**src/hw/rtl/fslf_pkg.sv**
```systemverilog
// Package for the fixed-string line filter: word types, configuration
// register indexes and default parameter values. No dependencies.
`default_nettype none

package fslf_pkg;

  localparam int PATTERN_BYTES_DEF = 8;
  localparam int LINE_LIMIT_DEF    = 1024;
  localparam int CFG_INDEX_W       = 2;
  localparam int CFG_DATA_W        = 64;

  localparam logic [7:0] NEWLINE_BYTE = 8'd10;

  localparam logic [CFG_INDEX_W-1:0] CFG_PATTERN = 2'd0;
  localparam logic [CFG_INDEX_W-1:0] CFG_LENGTH  = 2'd1;
  localparam logic [CFG_INDEX_W-1:0] CFG_INVERT  = 2'd2;

  typedef struct packed {
    logic [7:0] text_byte;
    logic       end_of_stream;
  } in_word_t;

  typedef struct packed {
    logic [31:0] line_number;
    logic        contains_pattern;
    logic        selected;
    logic [31:0] selected_count;
  } out_word_t;

  typedef struct packed {
    logic       vld;
    logic [7:0] data;
  } fslf_tap_t;

  typedef struct packed {
    logic shift;
    logic clear;
  } fslf_ctl_t;

endpackage

`default_nettype wire

```
**src/hw/rtl/fixed_string_line_filter_core.sv**
```systemverilog
// Fixed-string line filter: one byte word per cycle while in_stall is low, one
// result word per line; the window cells compare all pattern bytes in parallel.
// A line's result goes to the output register, or to the skid stage while the
// output stalls, once its newline or end-of-stream word is accepted.
// Reset (synchronous, active low) clears configuration, line state and
// counters; the output register and skid stage come up empty.
`default_nettype none

module fixed_string_line_filter_core
  import fslf_pkg::*;
#(
  parameter int PATTERN_BYTES = PATTERN_BYTES_DEF,
  parameter int LINE_LIMIT    = LINE_LIMIT_DEF
) (
  input  wire logic                   clk,
  input  wire logic                   rst_n,
  input  wire logic                   in_valid,
  output logic                        in_stall,
  input  in_word_t                    in_word,
  output logic                        out_valid,
  input  wire logic                   out_stall,
  output out_word_t                   out_word,
  input  wire logic                   cfg_valid,
  output logic                        cfg_ready,
  input  wire logic [CFG_INDEX_W-1:0] cfg_index,
  input  wire logic [CFG_DATA_W-1:0]  cfg_data
);

  localparam int POS_W = $clog2(LINE_LIMIT + 1);
  localparam logic [POS_W-1:0] POS_MAX  = POS_W'(LINE_LIMIT);
  localparam logic [POS_W-1:0] EXAM_MAX = POS_W'(LINE_LIMIT - 1);
  localparam logic [3:0]       PB_LEN   = 4'(PATTERN_BYTES);

  logic [63:0]      pattern_r;
  logic [3:0]       length_r;
  logic             invert_r;
  logic [POS_W-1:0] pos_r, pos_nxt;
  logic             match_r, match_nxt;
  logic             zero_r, zero_nxt;
  logic [31:0]      lines_r, lines_nxt;
  logic [31:0]      sel_cnt_r, sel_cnt_nxt;
  logic             out_valid_r, out_valid_nxt;
  out_word_t        out_word_r, out_word_nxt;
  logic             skid_valid_r, skid_valid_nxt;
  out_word_t        skid_word_r, skid_word_nxt;

  logic             accept;
  logic             in_line;
  logic             examine;
  logic             zero_hit;
  logic             line_end;
  logic             hit_now;
  logic             contains;
  logic             sel;
  logic [3:0]       used_len;
  out_word_t        result;
  fslf_ctl_t        ctl;

  fslf_tap_t              head_tap;
  fslf_tap_t              cell_q [PATTERN_BYTES];
  logic [PATTERN_BYTES-1:0] hit_vec;
  logic [PATTERN_BYTES-1:0] cmp_en;
  logic [7:0]             expect_b [PATTERN_BYTES];

  assign cfg_ready = 1'b1;
  assign in_stall  = skid_valid_r;
  assign out_valid = out_valid_r;
  assign out_word  = out_word_r;

  assign accept   = in_valid && !in_stall;
  assign used_len = (length_r > PB_LEN) ? PB_LEN : length_r;
  assign in_line  = accept && !in_word.end_of_stream && (pos_r < EXAM_MAX) && !zero_r;
  assign examine  = in_line && (in_word.text_byte != 8'd0);
  assign zero_hit = in_line && (in_word.text_byte == 8'd0);
  assign line_end = accept && (in_word.end_of_stream ? (pos_r != '0)
                                                     : (in_word.text_byte == NEWLINE_BYTE));
  assign hit_now  = examine && (&hit_vec);
  assign contains = match_r || hit_now || (used_len == 4'd0);
  assign sel      = contains ^ invert_r;

  assign ctl.shift = examine;
  assign ctl.clear = line_end;
  assign head_tap  = '{vld: 1'b1, data: in_word.text_byte};

  for (genvar j = 0; j < PATTERN_BYTES; j++) begin : g_cell
    logic [3:0] pidx;
    assign pidx        = used_len - 4'(j + 1);
    assign cmp_en[j]   = 4'(j) < used_len;
    assign expect_b[j] = pattern_r[{pidx[2:0], 3'b000} +: 8];

    fslf_cell u_cell (
      .clk         (clk),
      .rst_n       (rst_n),
      .ctl         (ctl),
      .tap_in      ((j == 0) ? head_tap : cell_q[(j == 0) ? 0 : j - 1]),
      .expect_byte (expect_b[j]),
      .cmp_en      (cmp_en[j]),
      .tap_out     (cell_q[j]),
      .hit         (hit_vec[j])
    );
  end

  always_comb begin
    pos_nxt     = pos_r;
    match_nxt   = match_r || hit_now;
    zero_nxt    = zero_r || zero_hit;
    lines_nxt   = lines_r;
    sel_cnt_nxt = sel_cnt_r;
    if (accept && !in_word.end_of_stream && (pos_r != POS_MAX)) begin
      pos_nxt = pos_r + POS_W'(1);
    end
    if (line_end) begin
      pos_nxt   = '0;
      match_nxt = 1'b0;
      zero_nxt  = 1'b0;
      if (lines_r != 32'hFFFF_FFFF) begin
        lines_nxt = lines_r + 32'd1;
      end
      if (sel && (sel_cnt_r != 32'hFFFF_FFFF)) begin
        sel_cnt_nxt = sel_cnt_r + 32'd1;
      end
    end

    result = '{line_number: lines_nxt, contains_pattern: contains,
               selected: sel, selected_count: sel_cnt_nxt};

    out_valid_nxt  = out_valid_r;
    out_word_nxt   = out_word_r;
    skid_valid_nxt = skid_valid_r;
    skid_word_nxt  = skid_word_r;
    if (skid_valid_r) begin
      if (!out_stall) begin
        out_word_nxt   = skid_word_r;
        skid_valid_nxt = 1'b0;
      end
    end else if (!out_valid_r || !out_stall) begin
      out_valid_nxt = line_end;
      out_word_nxt  = result;
    end else if (line_end) begin
      skid_valid_nxt = 1'b1;
      skid_word_nxt  = result;
    end
  end

  always_ff @(posedge clk) begin
    if (!rst_n) begin
      pattern_r    <= '0;
      length_r     <= '0;
      invert_r     <= 1'b0;
      pos_r        <= '0;
      match_r      <= 1'b0;
      zero_r       <= 1'b0;
      lines_r      <= '0;
      sel_cnt_r    <= '0;
      out_valid_r  <= 1'b0;
      skid_valid_r <= 1'b0;
    end else begin
      if (cfg_valid && cfg_ready) begin
        case (cfg_index)
          CFG_PATTERN: pattern_r <= cfg_data;
          CFG_LENGTH:  length_r  <= cfg_data[3:0];
          CFG_INVERT:  invert_r  <= cfg_data[0];
          default: ;
        endcase
      end
      pos_r        <= pos_nxt;
      match_r      <= match_nxt;
      zero_r       <= zero_nxt;
      lines_r      <= lines_nxt;
      sel_cnt_r    <= sel_cnt_nxt;
      out_valid_r  <= out_valid_nxt;
      skid_valid_r <= skid_valid_nxt;
    end
  end

  always_ff @(posedge clk) begin
    out_word_r  <= out_word_nxt;
    skid_word_r <= skid_word_nxt;
  end

  a_skid_behind_out: assert property (@(posedge clk) disable iff (!rst_n)
    skid_valid_r |-> out_valid_r)
    else $error("skid stage full while output register empty");

  a_pos_bound: assert property (@(posedge clk) disable iff (!rst_n)
    pos_r <= POS_MAX)
    else $error("line position beyond its limit");

  a_zero_in_line: assert property (@(posedge clk) disable iff (!rst_n)
    zero_r |-> (pos_r != '0))
    else $error("zero byte flag set outside a line");

  a_sel_le_lines: assert property (@(posedge clk) disable iff (!rst_n)
    sel_cnt_r <= lines_r)
    else $error("selected count exceeds line count");

  a_line_end_result: assert property (@(posedge clk) disable iff (!rst_n)
    (line_end && !(out_valid_r && out_stall))
      |=> (out_valid_r && (out_word_r.line_number == lines_r)))
    else $error("finished line did not reach the output");

endmodule

`default_nettype wire

```
**src/hw/rtl/fslf_cell.sv**
```systemverilog
// One cell of the byte window: holds one examined byte and compares the
// byte it is about to take against its pattern byte. Uses fslf_pkg.
`default_nettype none

module fslf_cell
  import fslf_pkg::*;
(
  input  wire logic      clk,
  input  wire logic      rst_n,
  input  fslf_ctl_t      ctl,
  input  fslf_tap_t      tap_in,
  input  wire logic [7:0] expect_byte,
  input  wire logic      cmp_en,
  output fslf_tap_t      tap_out,
  output logic           hit
);

  logic       vld_r;
  logic [7:0] data_r;

  always_ff @(posedge clk) begin
    if (!rst_n) begin
      vld_r <= 1'b0;
    end else if (ctl.clear) begin
      vld_r <= 1'b0;
    end else if (ctl.shift) begin
      vld_r <= tap_in.vld;
    end
  end

  always_ff @(posedge clk) begin
    if (ctl.shift) begin
      data_r <= tap_in.data;
    end
  end

  assign tap_out = '{vld: vld_r, data: data_r};
  assign hit     = !cmp_en || (tap_in.vld && (tap_in.data == expect_byte));

endmodule

`default_nettype wire
```
**config.mk**
```make
export PLATFORM = sky130hd
export DESIGN_NAME = fixed_string_line_filter_core
export DESIGN_NICKNAME = d
export VERILOG_FILES = /design/src/hw/rtl/fslf_pkg.sv /design/src/hw/rtl/fixed_string_line_filter_core.sv /design/src/hw/rtl/fslf_cell.sv
export SDC_FILE = /design/constraint.sdc
export NUM_CORES = 1
export LEC_CHECK = 0
export BUFFER_PORTS_ARGS = -buffer_cell sky130_fd_sc_hd__buf_2
export CORE_UTILIZATION = 48
export CTS_CLUSTER_SIZE = 8
export DETAILED_ROUTE_END_ITERATION = 8
export PLACE_DENSITY = 0.71
export REMOVE_ABC_BUFFERS = 1
export SYNTH_ARGS = -nofsm -noshare
export SYNTH_HDL_FRONTEND = slang
export SYNTH_SLANG_ARGS = --single-unit
```
**constraint.sdc**
```tcl
create_clock -name clk -period 8.4 [get_ports clk]
set_input_delay 1.68 -clock clk [delete_from_list [all_inputs] [get_ports clk]]
set_output_delay 1.68 -clock clk [all_outputs]
set_load 0.05 [all_outputs]
```
==> reports/results.md <==
## Timing
* **Max Fclk** 160 MHz
* **final cycle utilization of the critical path** 74.6%
* **Fin. Hold Viols** 0
* **pins over their slew limit** 0
* **post-layout minimum cycle time** 6.27 ns
* **Slew Limit Headroom** 21.0%
* **Hold WS** 0.472 ns
* **worst-margin pin slew** 1.18 ns
* **total setup violations reported at the end of the flow** 0
* **clk_skew** 0.0291 ns
* **slack of the critical path** 2.13 ns
* **unrepaired setup endpoints after global routing** no

## Cells and area
* **post-layout instance area** 20,400 sq um
* **final core utilization** 55.7%
* **fin nets** 1,922
* **FILL cells** 3,179
* **layout overhead on the synthesized area** 14.0%
* **leading cell type in the layout, fill and taps excluded** nand2_1
* **commonest cells after routing, fill and taps aside** nand2_1 (234), edfxtp_1 (188), dfxtp_1 (153), buf_2 (147), mux2i_1 (129)
* **share of post-route cells with drive strength above 1** 17.8%

## GRT
* **global-route congestion overflow total** 0
* **met1 capacity usage during global routing** 36.6%
* **Most Crowded Layer GR** met2
* **GRT Overall Usage** 25.7%
* **first-pass GRT wire length** 77,000 microns
* **antenna violations before repair** 1
* **fraction of met2 tracks used by global routing** 39.3%
* **pin count of the biggest net entering global routing** 98
* **fraction of met3 tracks used by global routing** 3.71%
* **vias in the first global route** 13,520

## Die
* **die area** 38,000 sq um
* **io pins** 149
* **Std-Cell Core Area** 36,600 sq um
* **starting density of the core** 48.8%
* **number of placement rows** 70
* **x dimension of the die** 195 microns
* **Die Y-Extent** 195 microns

## Outcome
* **result of the run** finished, final reports clean

## Place
* **area of placed instances** 18,900 sq um
* **Setup Slack @ Placement** 2.16 ns
* **post-DP HPWL** 32,700 microns
* **# port buffers** 147
* **gpl congestion** 0.945

## Flow run
* **Max Cap Viol** 0

## Synthesis
* **Post-synth EDFFs** 188
* **cells after synthesis** 1,721
* **Most used DFF post-synth** edfxtp_1
* **distinct cell type count of the synthesized netlist** 85
* **synthesis-stage register bit count** 343
* **Avg Synthesized Cell Area** 10.4 sq um
* **mapped cell area** 17,900 sq um
* **async set-reset flop share out of synthesis** 0%
* **share of synthesized area occupied by flip-flops and latches** 48.9%
* **count of yosys warnings during synthesis** 0

## Detailed routing
* **wire length per cell after detailed routing** 20.9 microns
* **detailed router's first-iteration violation count** 1,246
* **number of routed nets with antenna violations** 0
* **TritonRoute pass-1 iters** 5
* **count of vias placed by the detailed router** 13,955
* **drc violations** 0
* **final WL** 49,000 microns
* **via density per instance** 5.95

## Clock network
* **clock root cell** clkbuf_16
* **hold bufs inserted after CTS** 0
* **setup bufs post-CTS** 0
* **clock latency at the later pin of the worst-skew pair** 0.58 ns
* **maximum buffer depth of the clock tree** 3
* **TritonCTS Buffers** 49
* **total clock sinks** 343
* **clock slew at the register clock pins of the worst setup and hold paths** 0.05 ns
* **TritonCTS clock tree** done
* **post-CTS sizing** 0
* **htree depth** 2

## Critical path
* **Critical Path RT** 8.68 ns
* **CP endpoint kind** register
* **WP data arrival** 6.54 ns
* **cell count of the worst reg-to-reg path** 15
* **maximum fanout encountered on the critical timing path** 51
* **CP Class** reg2reg
* **category of the worst setup path launch point** register

## Worst hold path
* **kind of path behind the tightest hold check** reg2reg
* **number of stages on the worst hold path** 0

## Pwr
* **Max VDD drop** 136 uV
* **standby leakage power** 0.00800 uW
* **power density of the placed cells** 199 nW/um^2

area by class of cell:
type | instances | area [sq um] | share of cell area (%)
clock buffer | 87 | 1380 | 6.77
multi-input combinational | 1246 | 8580 | 42.1
tap | 468 | 586 | 2.87
sequential | 343 | 8750 | 42.9
antenna | 1 | 2.50 | 0.0123
timing repair buffer | 172 | 923 | 4.53
inverter | 25 | 93.8 | 0.460
clock inverter | 4 | 63.8 | 0.313
path summary, 6_finish.rpt:
check / from / to / slack (ns)
worst min register to register: g_cell[4].u_cell.data_r[1] / g_cell[5].u_cell.data_r[1] / 0.47
worst max-delay path: length_r[1] / out_word[11] / 2.13
worst min-delay path: g_cell[4].u_cell.data_r[1] / g_cell[5].u_cell.data_r[1] / 0.47
worst max register to register: length_r[1] / out_word[11] / 2.13
routing by layer:
layer	vias to the layer above	routed length [microns]	part of all wire [%]
met5	-	0	0
met4	0	1790	3.6
met3	114	3420	7.0
met2	545	22000	45
met1	6719	21800	45
li1	6577	-	-
state kept, by name, indices dropped and copies added (netlist names):
signal / count
out_word: 66
skid_word_r: 66
pattern_r: 64
g_cell.u_cell.data_r: 56
lines_r: 32
sel_cnt_r: 32
pos_r: 11
g_cell.u_cell.vld_r: 7
length_r: 4
in_stall: 1
invert_r: 1
match_r: 1
out_valid: 1
zero_r: 1
cells by family (layout without fill, tap and decap cells):
| family | after synthesis | count (layout) | synth area share [%] |
|---|---|---|---|
| AO/OA/AOI/OAI | 336 | 336 | 12.0 |
| XOR/XNOR | 124 | 124 | 6.39 |
| adder cells (fa/ha/maj) | 5 | 5 | 0.350 |
| buffers and inverters | 132 | 288 | 3.32 |
| flip-flops | 343 | 343 | 48.9 |
| multiplexers | 200 | 200 | 13.0 |
| other | 1 | 2 | 0.0210 |
| AND/OR/NAND/NOR | 580 | 580 | 16.0 |
Yosys cell counts, types with 12 or more instances:
| library cell | count | area, sq um |
|---|---|---|
| a21oi_1 | 127 | 636 |
| a22oi_1 | 12 | 90.1 |
| a31oi_1 | 38 | 238 |
| and2_1 | 34 | 213 |
| and3_1 | 27 | 169 |
| buf_2 | 19 | 95.1 |
| buf_4 | 12 | 90.1 |
| clkbuf_1 | 61 | 229 |
| dfxtp_1 | 155 | 3100 |
| edfxtp_1 | 188 | 5650 |
| inv_1 | 21 | 78.8 |
| mux2_2 | 49 | 552 |
| mux2i_1 | 130 | 1300 |
| mux4_2 | 21 | 473 |
| nand2_1 | 234 | 878 |
| nand3_1 | 50 | 250 |
| nand4_1 | 25 | 156 |
| nor2_1 | 91 | 342 |
| nor3_1 | 14 | 70.1 |
| nor4_1 | 12 | 75.1 |
| o21ai_0 | 46 | 230 |
| o22ai_1 | 12 | 75.1 |
| or3_1 | 23 | 144 |
| xnor2_1 | 69 | 604 |
| xor2_1 | 52 | 455 |
critical path: stages (launching register included):
cell and delay, ns:
dfxtp_1 0.94, nor2b_1 0.21, buf_4 0.20, inv_2 0.19, ha_1 0.35, xnor2_4 0.95
mux4_2 0.43, xor2_1 0.16, o41ai_1 0.38, a31oi_1 0.16, nor4_2 0.48, and4b_1 0.34
o31ai_4 0.08, buf_4 0.28, o41ai_1 0.60, a31oi_1 0.17
through the flow:
step | setup TNS [ns] | instances | power (uW)
floorplan | -11.41 | 1614 | 2110
finish | 0 | 2346 | 4050
global route | 0 | 2346 | 4180
detailed placement | 0 | 2254 | 2240
CTS | 0 | 2345 | 4080
global placement | 0 | 2254 | 2240
power breakdown:
group	internal [uW]	total [uW]	leakage, uW	switching (uW)
Clock	1110	1840	0.000684	735
Combinational	126	368	0.00402	242
Sequential	1800	1850	0.00329	40.6
Total	3040	4050	0.00800	1020
No activity file was read; power rests on OpenSTA's default activity.
